===== src/rtl/mexp_pkg.sv =====
// Package with constants for the modular exponentiation block.
package mexp_pkg;

   // Fixed width of the base field
   localparam int BASE_WIDTH = 30;

   // Defaults for the top-level parameters
   localparam int EXP_WIDTH_DEFAULT = 32;
   localparam int MOD_WIDTH_DEFAULT = 30;

   // Modulus after reset
   localparam logic [31:0] MODULUS_RESET = 32'd998244353;

   // Action codes
   localparam logic ACTION_POWER   = 1'b0;
   localparam logic ACTION_INVERSE = 1'b1;

endpackage


===== src/rtl/mexp_if.sv =====
// Valid/ready channel interfaces for request and response items.
interface mexp_req_if #(
   parameter int EXP_WIDTH = mexp_pkg::EXP_WIDTH_DEFAULT
);
   logic                            valid;
   logic                            ready;
   logic                            action;
   logic [mexp_pkg::BASE_WIDTH-1:0] base;
   logic [EXP_WIDTH-1:0]            exponent;

   modport source (output valid, action, base, exponent, input ready);
   modport sink (input valid, action, base, exponent, output ready);
endinterface

interface mexp_rsp_if #(
   parameter int MOD_WIDTH = mexp_pkg::MOD_WIDTH_DEFAULT
);
   logic                 valid;
   logic                 ready;
   logic [MOD_WIDTH-1:0] result;

   modport source (output valid, result, input ready);
   modport sink (input valid, result, output ready);
endinterface


===== src/rtl/modular_exponentiation.sv =====
// Modular exponentiation by right-to-left square-and-multiply on one shift-add modular multiplier.
//
//   channel   direction  handshake        payload
//   req_chan  in         valid/ready      action, base, exponent
//   rsp_chan  out        valid/ready      result
//   csr       in         csr_we           csr_wdata (modulus)
//
// An item first reduces the base, then runs its squares and multiplies one at a time: the
// shift-add modular multiplier retires one multiplier bit per cycle. Squares and multiplies
// stop at the highest set power bit. req_chan.ready is high only while no item is in work; a
// finished result waits in the output register until taken, and the next item may be
// accepted meanwhile. Reset (synchronous) restores the modulus and clears control state; no
// clearing pass.
module modular_exponentiation #(
   parameter int EXP_WIDTH = mexp_pkg::EXP_WIDTH_DEFAULT,
   parameter int MOD_WIDTH = mexp_pkg::MOD_WIDTH_DEFAULT
) (
   input  logic                 clock,
   input  logic                 reset,
   mexp_req_if.sink             req_chan,
   mexp_rsp_if.source           rsp_chan,
   input  logic                 csr_we,
   input  logic [MOD_WIDTH-1:0] csr_wdata
);

   localparam int YW = (mexp_pkg::BASE_WIDTH > MOD_WIDTH) ? mexp_pkg::BASE_WIDTH : MOD_WIDTH;
   localparam int CW = $clog2(YW + 1);
   localparam int TW = MOD_WIDTH + 2;

   typedef enum logic [2:0] {
      ST_IDLE,
      ST_REDUCE,
      ST_MUL,
      ST_SQR,
      ST_FINISH
   } state_type;

   state_type            state_ff, state_in;
   logic [MOD_WIDTH-1:0] modulus_ff;
   logic [MOD_WIDTH-1:0] acc_ff, acc_in;
   logic [MOD_WIDTH-1:0] b_ff, b_in;
   logic [MOD_WIDTH-1:0] x_ff, x_in;
   logic [MOD_WIDTH-1:0] p_ff, p_in;
   logic [YW-1:0]        y_ff, y_in;
   logic [CW-1:0]        cnt_ff, cnt_in;
   logic [EXP_WIDTH-1:0] e_ff, e_in;
   logic                 rsp_valid_ff, rsp_valid_in;
   logic [MOD_WIDTH-1:0] res_ff, res_in;

   logic                 req_accept;
   logic [MOD_WIDTH-1:0] addend;
   logic [TW-1:0]        t_sum, t_m1, t_m2, m_ext, m_dbl;
   logic [MOD_WIDTH-1:0] p_next;
   logic [MOD_WIDTH-1:0] mod_minus2;
   logic [EXP_WIDTH-1:0] next_e;

   assign req_chan.ready  = (state_ff == ST_IDLE);
   assign req_accept      = req_chan.valid && req_chan.ready;
   assign rsp_chan.valid  = rsp_valid_ff;
   assign rsp_chan.result = res_ff;

   // Shared unit: p = 2p + ybit * x, reduced by up to two subtractions of m
   assign addend = y_ff[YW-1] ? x_ff : '0;
   assign t_sum  = (TW'(p_ff) << 1) + TW'(addend);
   assign m_ext  = TW'(modulus_ff);
   assign m_dbl  = m_ext << 1;
   assign t_m1   = t_sum - m_ext;
   assign t_m2   = t_sum - m_dbl;
   always_comb begin
      if (t_sum >= m_dbl) begin
         p_next = MOD_WIDTH'(t_m2);
      end else if (t_sum >= m_ext) begin
         p_next = MOD_WIDTH'(t_m1);
      end else begin
         p_next = MOD_WIDTH'(t_sum);
      end
   end

   assign mod_minus2 = modulus_ff - MOD_WIDTH'(2);
   // Power bits still to run after a reduce or square phase
   assign next_e     = (state_ff == ST_SQR) ? (e_ff >> 1) : e_ff;

   // Sequencer next state
   always_comb begin
      state_in     = state_ff;
      acc_in       = acc_ff;
      b_in         = b_ff;
      x_in         = x_ff;
      p_in         = p_ff;
      y_in         = y_ff;
      cnt_in       = cnt_ff;
      e_in         = e_ff;
      res_in       = res_ff;
      rsp_valid_in = rsp_valid_ff;
      if (rsp_valid_ff && rsp_chan.ready) begin
         rsp_valid_in = 1'b0;
      end
      case (state_ff)
         ST_IDLE: begin
            if (req_accept) begin
               acc_in = MOD_WIDTH'(1);
               e_in   = (req_chan.action == mexp_pkg::ACTION_INVERSE) ?
                        EXP_WIDTH'(mod_minus2) : req_chan.exponent;
               // base mod m as base * 1
               x_in   = MOD_WIDTH'(1);
               p_in   = '0;
               y_in   = YW'(req_chan.base) << (YW - mexp_pkg::BASE_WIDTH);
               cnt_in = CW'(mexp_pkg::BASE_WIDTH);
               if (modulus_ff < MOD_WIDTH'(2)) begin
                  acc_in   = '0;
                  state_in = ST_FINISH;
               end else begin
                  state_in = ST_REDUCE;
               end
            end
         end
         ST_REDUCE, ST_SQR: begin
            p_in   = p_next;
            y_in   = y_ff << 1;
            cnt_in = cnt_ff - CW'(1);
            if (cnt_ff == CW'(1)) begin
               b_in = p_next;
               e_in = next_e;
               p_in = '0;
               cnt_in = CW'(MOD_WIDTH);
               x_in = p_next;
               if (next_e == '0) begin
                  state_in = ST_FINISH;
               end else if (next_e[0]) begin
                  y_in     = YW'(acc_ff) << (YW - MOD_WIDTH);
                  state_in = ST_MUL;
               end else begin
                  y_in     = YW'(p_next) << (YW - MOD_WIDTH);
                  state_in = ST_SQR;
               end
            end
         end
         ST_MUL: begin
            p_in   = p_next;
            y_in   = y_ff << 1;
            cnt_in = cnt_ff - CW'(1);
            if (cnt_ff == CW'(1)) begin
               acc_in = p_next;
               p_in   = '0;
               cnt_in = CW'(MOD_WIDTH);
               x_in   = b_ff;
               y_in   = YW'(b_ff) << (YW - MOD_WIDTH);
               // no square needed past the top power bit
               if ((e_ff >> 1) == '0) begin
                  state_in = ST_FINISH;
               end else begin
                  state_in = ST_SQR;
               end
            end
         end
         ST_FINISH: begin
            if (!rsp_valid_ff || rsp_chan.ready) begin
               rsp_valid_in = 1'b1;
               res_in       = acc_ff;
               state_in     = ST_IDLE;
            end
         end
         default: begin
            state_in = ST_IDLE;
         end
      endcase
   end

   // State, datapath and output registers
   always_ff @(posedge clock) begin
      if (reset) begin
         state_ff     <= ST_IDLE;
         rsp_valid_ff <= 1'b0;
         modulus_ff   <= MOD_WIDTH'(mexp_pkg::MODULUS_RESET);
      end else begin
         state_ff     <= state_in;
         rsp_valid_ff <= rsp_valid_in;
         if (csr_we) begin
            modulus_ff <= csr_wdata;
         end
      end
      acc_ff <= acc_in;
      b_ff   <= b_in;
      x_ff   <= x_in;
      p_ff   <= p_in;
      y_ff   <= y_in;
      cnt_ff <= cnt_in;
      e_ff   <= e_in;
      res_ff <= res_in;
   end

endmodule


===== src/flat_wrapper.sv =====
// flat-port wrapper written by rule: the top's interface ports become plain ports
module modular_exponentiation_flat 
#(
   parameter int EXP_WIDTH = mexp_pkg::EXP_WIDTH_DEFAULT,
   parameter int MOD_WIDTH = mexp_pkg::MOD_WIDTH_DEFAULT
)
  (clock, reset, csr_we, csr_wdata, req_chan_valid, req_chan_action, req_chan_base, req_chan_exponent, req_chan_ready, rsp_chan_valid, rsp_chan_result, rsp_chan_ready);
  mexp_req_if #(.EXP_WIDTH(EXP_WIDTH)) req_chan_i ();
  mexp_rsp_if #(.MOD_WIDTH(MOD_WIDTH)) rsp_chan_i ();
  input  logic clock;
  input  logic reset;
  input  logic csr_we;
  input  logic [MOD_WIDTH-1:0] csr_wdata;
  input wire logic [$bits(req_chan_i.valid)-1:0] req_chan_valid;
  input wire logic [$bits(req_chan_i.action)-1:0] req_chan_action;
  input wire logic [$bits(req_chan_i.base)-1:0] req_chan_base;
  input wire logic [$bits(req_chan_i.exponent)-1:0] req_chan_exponent;
  output wire logic [$bits(req_chan_i.ready)-1:0] req_chan_ready;
  output wire logic [$bits(rsp_chan_i.valid)-1:0] rsp_chan_valid;
  output wire logic [$bits(rsp_chan_i.result)-1:0] rsp_chan_result;
  input wire logic [$bits(rsp_chan_i.ready)-1:0] rsp_chan_ready;
  assign req_chan_i.valid = req_chan_valid;
  assign req_chan_i.action = req_chan_action;
  assign req_chan_i.base = req_chan_base;
  assign req_chan_i.exponent = req_chan_exponent;
  assign req_chan_ready = req_chan_i.ready;
  assign rsp_chan_valid = rsp_chan_i.valid;
  assign rsp_chan_result = rsp_chan_i.result;
  assign rsp_chan_i.ready = rsp_chan_ready;
  modular_exponentiation #(.EXP_WIDTH(EXP_WIDTH), .MOD_WIDTH(MOD_WIDTH)) u_core (.clock(clock), .reset(reset), .req_chan(req_chan_i), .rsp_chan(rsp_chan_i), .csr_we(csr_we), .csr_wdata(csr_wdata));
endmodule

===== config.mk =====
export PLATFORM = sky130hd
export DESIGN_NAME = modular_exponentiation_flat
export DESIGN_NICKNAME = d
export VERILOG_FILES = /design/src/rtl/mexp_pkg.sv /design/src/rtl/mexp_if.sv /design/src/rtl/modular_exponentiation.sv /design/src/flat_wrapper.sv
export SDC_FILE = /design/constraint.sdc
export NUM_CORES = 1
export LEC_CHECK = 0
export BUFFER_PORTS_ARGS = -buffer_cell sky130_fd_sc_hd__clkbuf_2
export CAP_MARGIN = 20
export CORE_MARGIN = 10
export CORE_UTILIZATION = 47
export CTS_CLUSTER_SIZE = 20
export DETAILED_ROUTE_END_ITERATION = 12
export GPL_TIMING_DRIVEN = 0
export PLACE_DENSITY = 0.68
export SLEW_MARGIN = 15
export SYNTH_ARGS = -nofsm -noshare
export SYNTH_HDL_FRONTEND = slang
export SYNTH_SLANG_ARGS = --single-unit

===== constraint.sdc =====
create_clock -name clock -period 5.5 [get_ports clock]
set_input_delay 0.275 -clock clock [delete_from_list [all_inputs] [get_ports clock]]
set_output_delay 0.275 -clock clock [all_outputs]
set_load 0.005 [all_outputs]

==> impl_metrics.tcl, run 1 <==
set metrics [dict create \
    status "complete, but fails checks" \
    failed_checks "negative setup slack" \
    met3_usage_pct 3.65 \
    drt_wl_total_um 58600 \
    routabilityCongestion 0.932 \
    crit_buf_inv 6 \
    firstDrtPassIters 6 \
    yosysUniqueCellTypes 88 \
    hold_viol_final 0 \
    final.min_clock_period_ns 5.84 \
    slowest_delay_ns 0.46 \
    antennaDiodeCount 0 \
    pin_count 130 \
    use_met2_pct 40.9 \
    crit_start "u_core.y_ff[29]" \
    cts_sinks 251 \
    detail-route-antenna-nets 0 \
    worstPathMaxFanout 6 \
    cp.arrival_ns 6.14 \
    synth_area_mm2 0.0167 \
    synth_seq_cells 251 \
    area.growth.synth_to_final_pct 32.2 \
    rsz0062_at_grt "yes" \
    met1_usage_pct 33.8 \
    wl_per_cell_um 23.5 \
    final-max-slew-violation-count 0 \
    grt_usage_pct 25.2 \
    cts.clk_slew.worst_paths_ns 0.06 \
    worst_slew_pin_slew_ns 1.30 \
    r2r-start "u_core.y_ff[29]" \
    holdPathEnd "u_core.e_ff[15]" \
    setup_violations 146 \
    synth_edf_count 217 \
    yosys.area.top_type "edfxtp_1" \
    timing.rr.end "u_core.y_ff[23]" \
    dpl_worst_slack_ns -1.96 \
    final_common_cell "edfxtp_1" \
    instances_no_fill 2498 \
    crit_slowest_cell "edfxtp_1" \
    ys.flop_type "edfxtp_1" \
    hpwlAfterDp_um 42000 \
    antenna_found_initial 0 \
    synth_area_leaders "edfxtp_1, ha_1, dfxtp_1, mux2i_1, nand2_1" \
    worstPathRequired_ns 5.80 \
    worstHoldStart "req_chan_exponent[15]" \
    start_util_pct 48.0 \
    dpl.cell_count 2317 \
    worst_r2r_path_depth 27 \
    cts_buffers 28 \
    dieWidth_um 209 \
    path_delay_family "compound AO/OA/AOI/OAI gates" \
    start_kind "register" \
    max_cap_violations 0 \
    fin_ws_ns -0.344 \
    place.port_buffers 126 \
    hp-class "input port to register" \
    holdWs_ns 0.0227 \
    cts_tree "yes" \
    worst_skew_pair.late_latency_ns 0.58 \
    synthCells 1728 \
    max_freq_mhz 171 \
    via_per_inst 6.19 \
    synthesis.nets 1921 \
    vias 15500 \
    grt_overflow 0 \
    synthArstFlopShare_pct 0 \
    grt_pass1_vias 15100 \
    yosysTopAreaCellShare_pct 39.0 \
    utilization_pct 63.4 \
    fp-row-count 68 \
    htreeDepth 1 \
    hold-path-cell-count 3 \
    grt_max_degree 31 \
    r2r_slack_ns -0.34 \
    endpoint_kind "register" \
    syn_area_per_cell_um2 9.66 \
    finalCritPeriodShare_pct 106 \
    slew_headroom_pct 13.6 \
    drt_iter0_drc 1722 \
    final_cell_mix "edfxtp_1, nand2_1, clkbuf_2" \
    top_usage_layer "met2" \
    grt_pass1_wl_um 87400 \
    drive_above_1_share_pct 26.5 \
    cts_buffer_depth 3 \
    drc_errors 0 \
    clock-root-buffer "clkbuf_16" \
    fin_nets 2214 \
    fin_worst_skew_ns 0.0197 \
    die_area_mm2 0.0435 \
    fp.dieH_um 209 \
    core_mm2 0.0348 \
    yosys_warnings 0 \
    crit_type "register to register" \
    ys_seq_area_share_pct 43.1 \
]
==> per-layer routing <==
metal	routed length [um]	share of wire [%]
met5	0	0
met4	1700	2.9
met3	5270	9.0
met2	27500	47
met1	24200	41
==> registers in the layout, summed over array words and instances (netlist names) <==
signal and cells:
u_core.rsp_chan.valid 1, u_core.b_ff 30, u_core.x_ff 30, u_core.acc_ff 30
u_core.cnt_ff 5, u_core.e_ff 32, u_core.y_ff 30, u_core.modulus_ff 30
u_core.p_ff 30, u_core.rsp_chan.result 30, u_core.state_ff 3
==> cell type report <==
type                       count  area (um2)
sequential                   251        7200
tap                          455         569
fill                        2823       12700
clock buffer                  33         729
inverter                      85         322
clock inverter                19         274
multi-input combinational   1310       10300
buffer                        74         454
timing repair buffer         271        2230
==> timing repair <==
| item | CTS | global route |
|---|---|---|
| endpoints found under the setup margin | 150 | 150 |
| resized for setup | 264 | 142 |
| pin swaps | 79 | 73 |
| hold endpoints to repair | 31 | 0 |
| hold buffers | 31 | 0 |
| buffers inserted | 67 | 35 |
| cloned | 6 | 3 |
==> through the flow <==
step / TNS (ns) / instance area (um2)
2_1_floorplan: 0 / 16700
3_3_place_gp: -265.76 / 17900
3_5_place_dp: -231.65 / 18100
4_1_cts: -10.77 / 21300
5_1_grt: -51.61 / 22100
6_report: -25.03 / 22100
==> Yosys cell counts, types with 6 or more instances <==
library cell / number
nand4_1: 14
and3_1: 20
nand2b_1: 12
nand2_1: 163
nor2b_1: 23
nor4_1: 15
dfxtp_1: 34
a211o_1: 7
and2_1: 49
o21a_1: 18
o2111ai_1: 6
or3_1: 11
edfxtp_1: 217
a21o_1: 29
xor2_1: 23
o21bai_1: 11
nand3b_1: 6
nor2_1: 146
ha_1: 92
xnor2_1: 66
mux2_2: 9
o211ai_1: 54
a311o_1: 6
nor3_1: 38
inv_1: 85
o21ai_0: 96
mux2i_1: 68
a21oi_1: 112
buf_2: 10
a221o_1: 9
a31oi_1: 12
o21ai_1: 16
a22o_1: 8
a222oi_1: 24
clkbuf_1: 60
a21boi_0: 6
o22ai_1: 6
buf_1: 7
nand3_1: 40
==> cell families (layout without fill, tap and decap cells) <==
logic type      Yosys count  after routing  share of synthesized area (%)
mux                      81             81                           4.98
flops                   251            251                           43.1
xor+xnor                 89             89                           4.67
compound gates          483            483                           19.9
buf+inv                 167            482                           3.97
simple gates            562            562                           16.2
fa+ha+maj                95             95                           7.25
==> tightest hold or removal path, stage by stage <==
cell      delay [ns]
clkbuf_2        0.07
o211ai_1        0.06
o21ai_0         0.07
==> worst max path at each step <==
| stage | to | slack [ns] | cells after the start |
|---|---|---|---|
| finish | u_core.y_ff[23] | -0.34 | 27 |
| global route | u_core.y_ff[23] | -0.49 | 29 |
| global placement | u_core.y_ff[0] | -2.08 | 23 |
| CTS | u_core.y_ff[17] | -0.25 | 25 |
| detailed placement | u_core.y_ff[0] | -1.96 | 23 |
| floorplan | u_core.y_ff[15] | 0.10 | 24 |
Power of run 1 is not shown: default switching activity piles up to over one toggle a cycle in this logic, so the estimate is an artifact.
==> run 2, diff against run 1 <==
--- a/config.mk
+++ b/config.mk
@@ -6,9 +6,9 @@
 export NUM_CORES = 1
 export LEC_CHECK = 0
+export ABC_AREA = 1
 export BUFFER_PORTS_ARGS = -buffer_cell sky130_fd_sc_hd__clkbuf_2
 export CAP_MARGIN = 20
 export CORE_MARGIN = 10
 export CORE_UTILIZATION = 47
-export CTS_CLUSTER_SIZE = 20
 export DETAILED_ROUTE_END_ITERATION = 12
 export GPL_TIMING_DRIVEN = 0
==> constraint.sdc (replaced) <==
create_clock -name clock -period 5.5 [get_ports clock]
set_input_delay 1.1 -clock clock [delete_from_list [all_inputs] [get_ports clock]]
set_output_delay 1.1 -clock clock [all_outputs]
set_load 0.005 [all_outputs]
==> run 2 against run 1 <==
  * Sequential share of layout area is 0.72 points higher
  * Routed wire length up 22%
  * Critical endpoint is now u_core.y_ff[10]
  * The flow now finishes without violations
  * Count of clock-buffer cells in the layout increased by 4
==> impl_metrics.tcl, run 2 <==
set metrics [dict create \
    status "finished, final reports clean" \
    cp-endpoint "u_core.y_ff[10]" \
    start_kind "register" \
    slew_headroom_pct 28.0 \
    cts_sinks 251 \
    drt_wl_total_um 71300 \
    synth_area_leaders "edfxtp_1, nand2_1, inv_1, ha_1, nor2_1" \
    utilization_pct 55.9 \
    worst_slew_pin_slew_ns 1.07 \
    worstPathRequired_ns 5.79 \
    final_cell_mix "nand2_1, inv_1, nor2_1" \
    antennaDiodeCount 0 \
    dieWidth_um 218 \
    fin_worst_skew_ns 0.0303 \
    crit_start "u_core.y_ff[29]" \
    area.growth.synth_to_final_pct 17.5 \
    synthTopCellsByCount "nand2_1, inv_1, nor2_1" \
    timing.rr.end "u_core.y_ff[10]" \
    r2r-start "u_core.y_ff[29]" \
    path_delay_family "simple AND/OR/NAND/NOR gates" \
    synth_seq_cells 251 \
    vias 18800 \
    synth_area_mm2 0.0184 \
    worst_r2r_path_depth 36 \
    rsz0062_at_grt "yes" \
    antenna_found_initial 0 \
    dpl.cell_count 3248 \
    cts_tree "yes" \
    finalCritPeriodShare_pct 95.5 \
    yosys_warnings 0 \
    start_util_pct 47.5 \
    synth_edf_count 217 \
    routabilityCongestion 1.02 \
    grt_max_degree 30 \
    grt_usage_pct 28.5 \
    grt_overflow 0 \
    die_area_mm2 0.0474 \
    place.port_buffers 128 \
    fp.dieH_um 218 \
    core_mm2 0.0386 \
    final_common_cell "nand2_1" \
    drc_errors 0 \
    crit_slowest_cell "edfxtp_1" \
    crit_top_cell "nand2_1" \
    final-max-slew-violation-count 0 \
    cp.depth 36 \
    detail-route-antenna-nets 0 \
    ys.flop_type "edfxtp_1" \
    wl_per_cell_um 21.5 \
    yosysUniqueCellTypes 41 \
    hpwlAfterDp_um 58500 \
    drt_iter0_drc 2325 \
    worst_skew_pair.late_latency_ns 0.57 \
    hp-class "register to register" \
    final.min_clock_period_ns 5.25 \
    largest_register_ffs 32 \
    hold_viol_final 0 \
    yosysTopAreaCellShare_pct 35.5 \
    yosysMostFrequentCell "nand2_1" \
    crit_buf_inv 6 \
    yosys.area.top_type "edfxtp_1" \
    cts.clk_slew.worst_paths_ns 0.07 \
    synthArstFlopShare_pct 0 \
    crit_type "register to register" \
    max_cap_violations 0 \
    setup_violations 0 \
    clock-root-buffer "clkbuf_16" \
    instances_no_fill 3316 \
    endpoint_kind "register" \
    syn_area_per_cell_um2 7.09 \
    grt_pass1_vias 17100 \
    synthCells 2593 \
    cts_buffers 28 \
    worstPathMaxFanout 10 \
    cp.arrival_ns 5.54 \
    r2r_slack_ns 0.25 \
    max_freq_mhz 190 \
    grt_pass1_wl_um 104000 \
    fp-row-count 72 \
    fin_nets 2970 \
    regMostFlops "u_core.e_ff" \
    cts_buffer_depth 3 \
    pin_count 130 \
    firstDrtPassIters 5 \
    synthesis.nets 2786 \
    slowest_delay_ns 0.45 \
    via_per_inst 5.67 \
    drive_above_1_share_pct 12.7 \
    ys_seq_area_share_pct 39.2 \
    htreeDepth 1 \
]
[run 2: cell type report]
type,instances,area [um2]
sequential,251,7200
fill,3708,17000
buffer,81,395
inverter,327,1230
clock buffer,37,786
timing repair buffer,155,951
multi-input combinational,1933,10200
tap,518,648
clock inverter,14,154
[run 2: cell families (layout without fill, tap and decap cells)]
kind of cell	count (synthesis)	count (layout)	synth area share, %
AO/OA/AOI/OAI	422	422	12.4
adder cells (fa/ha/maj)	95	95	6.59
XOR/XNOR	63	63	3.00
buffers and inverters	409	614	8.62
flip-flops	251	251	39.2
AND/OR/NAND/NOR	1353	1353	30.2
[run 2: layer usage]
metal / track usage, % / up-vias / part of all wire (%)
li1: - / 8910 / -
met2: 44.3 / 917 / 44
met3: 3.83 / 95 / 9.3
met5: 0 / - / 0
met1: 40.8 / 8867 / 44
met4: 8.06 / 0 / 2.8
[run 2: through the flow]
step / setup slack, ns / cell area (um2) / hold WS [ns] / setup TNS [ns]
finish: 0.248 / 21600 / 0.449 / 0
global route: -0.0355 / 21600 / 0.463 / -0.215
CTS: 0.00873 / 21000 / 0.451 / 0
detailed placement: -0.966 / 19900 / 0.438 / -92.41
global placement: -1.03 / 19700 / 0.434 / -98.13
floorplan: 1.19 / 18400 / 0.421 / 0
[run 2: worst min-delay path by stage]
stage | slack (ns) | start | end | cells past startpoint
4_1_cts | 0.45 | u_core.acc_ff[10] | u_core.rsp_chan.result[10] | 0
5_1_grt | 0.46 | u_core.acc_ff[16] | u_core.rsp_chan.result[16] | 0
3_5_place_dp | 0.44 | u_core.acc_ff[24] | u_core.rsp_chan.result[24] | 0
6_report | 0.45 | u_core.acc_ff[12] | u_core.rsp_chan.result[12] | 0
3_3_place_gp | 0.43 | u_core.acc_ff[10] | u_core.rsp_chan.result[10] | 0
2_1_floorplan | 0.42 | u_core.acc_ff[0] | u_core.rsp_chan.result[0] | 0
[run 2: timing repair]
| action | in CTS | in global routing |
|---|---|---|
| setup endpoints to repair | 150 | 150 |
| hold buffers | 0 | 0 |
| cloned | 0 | 1 |
| pin swaps | 1 | 9 |
| resized for setup | 52 | 117 |
| hold endpoints to repair | 0 | 0 |
| setup buffers | 2 | 15 |
Power of run 2 is left out for the same reason.
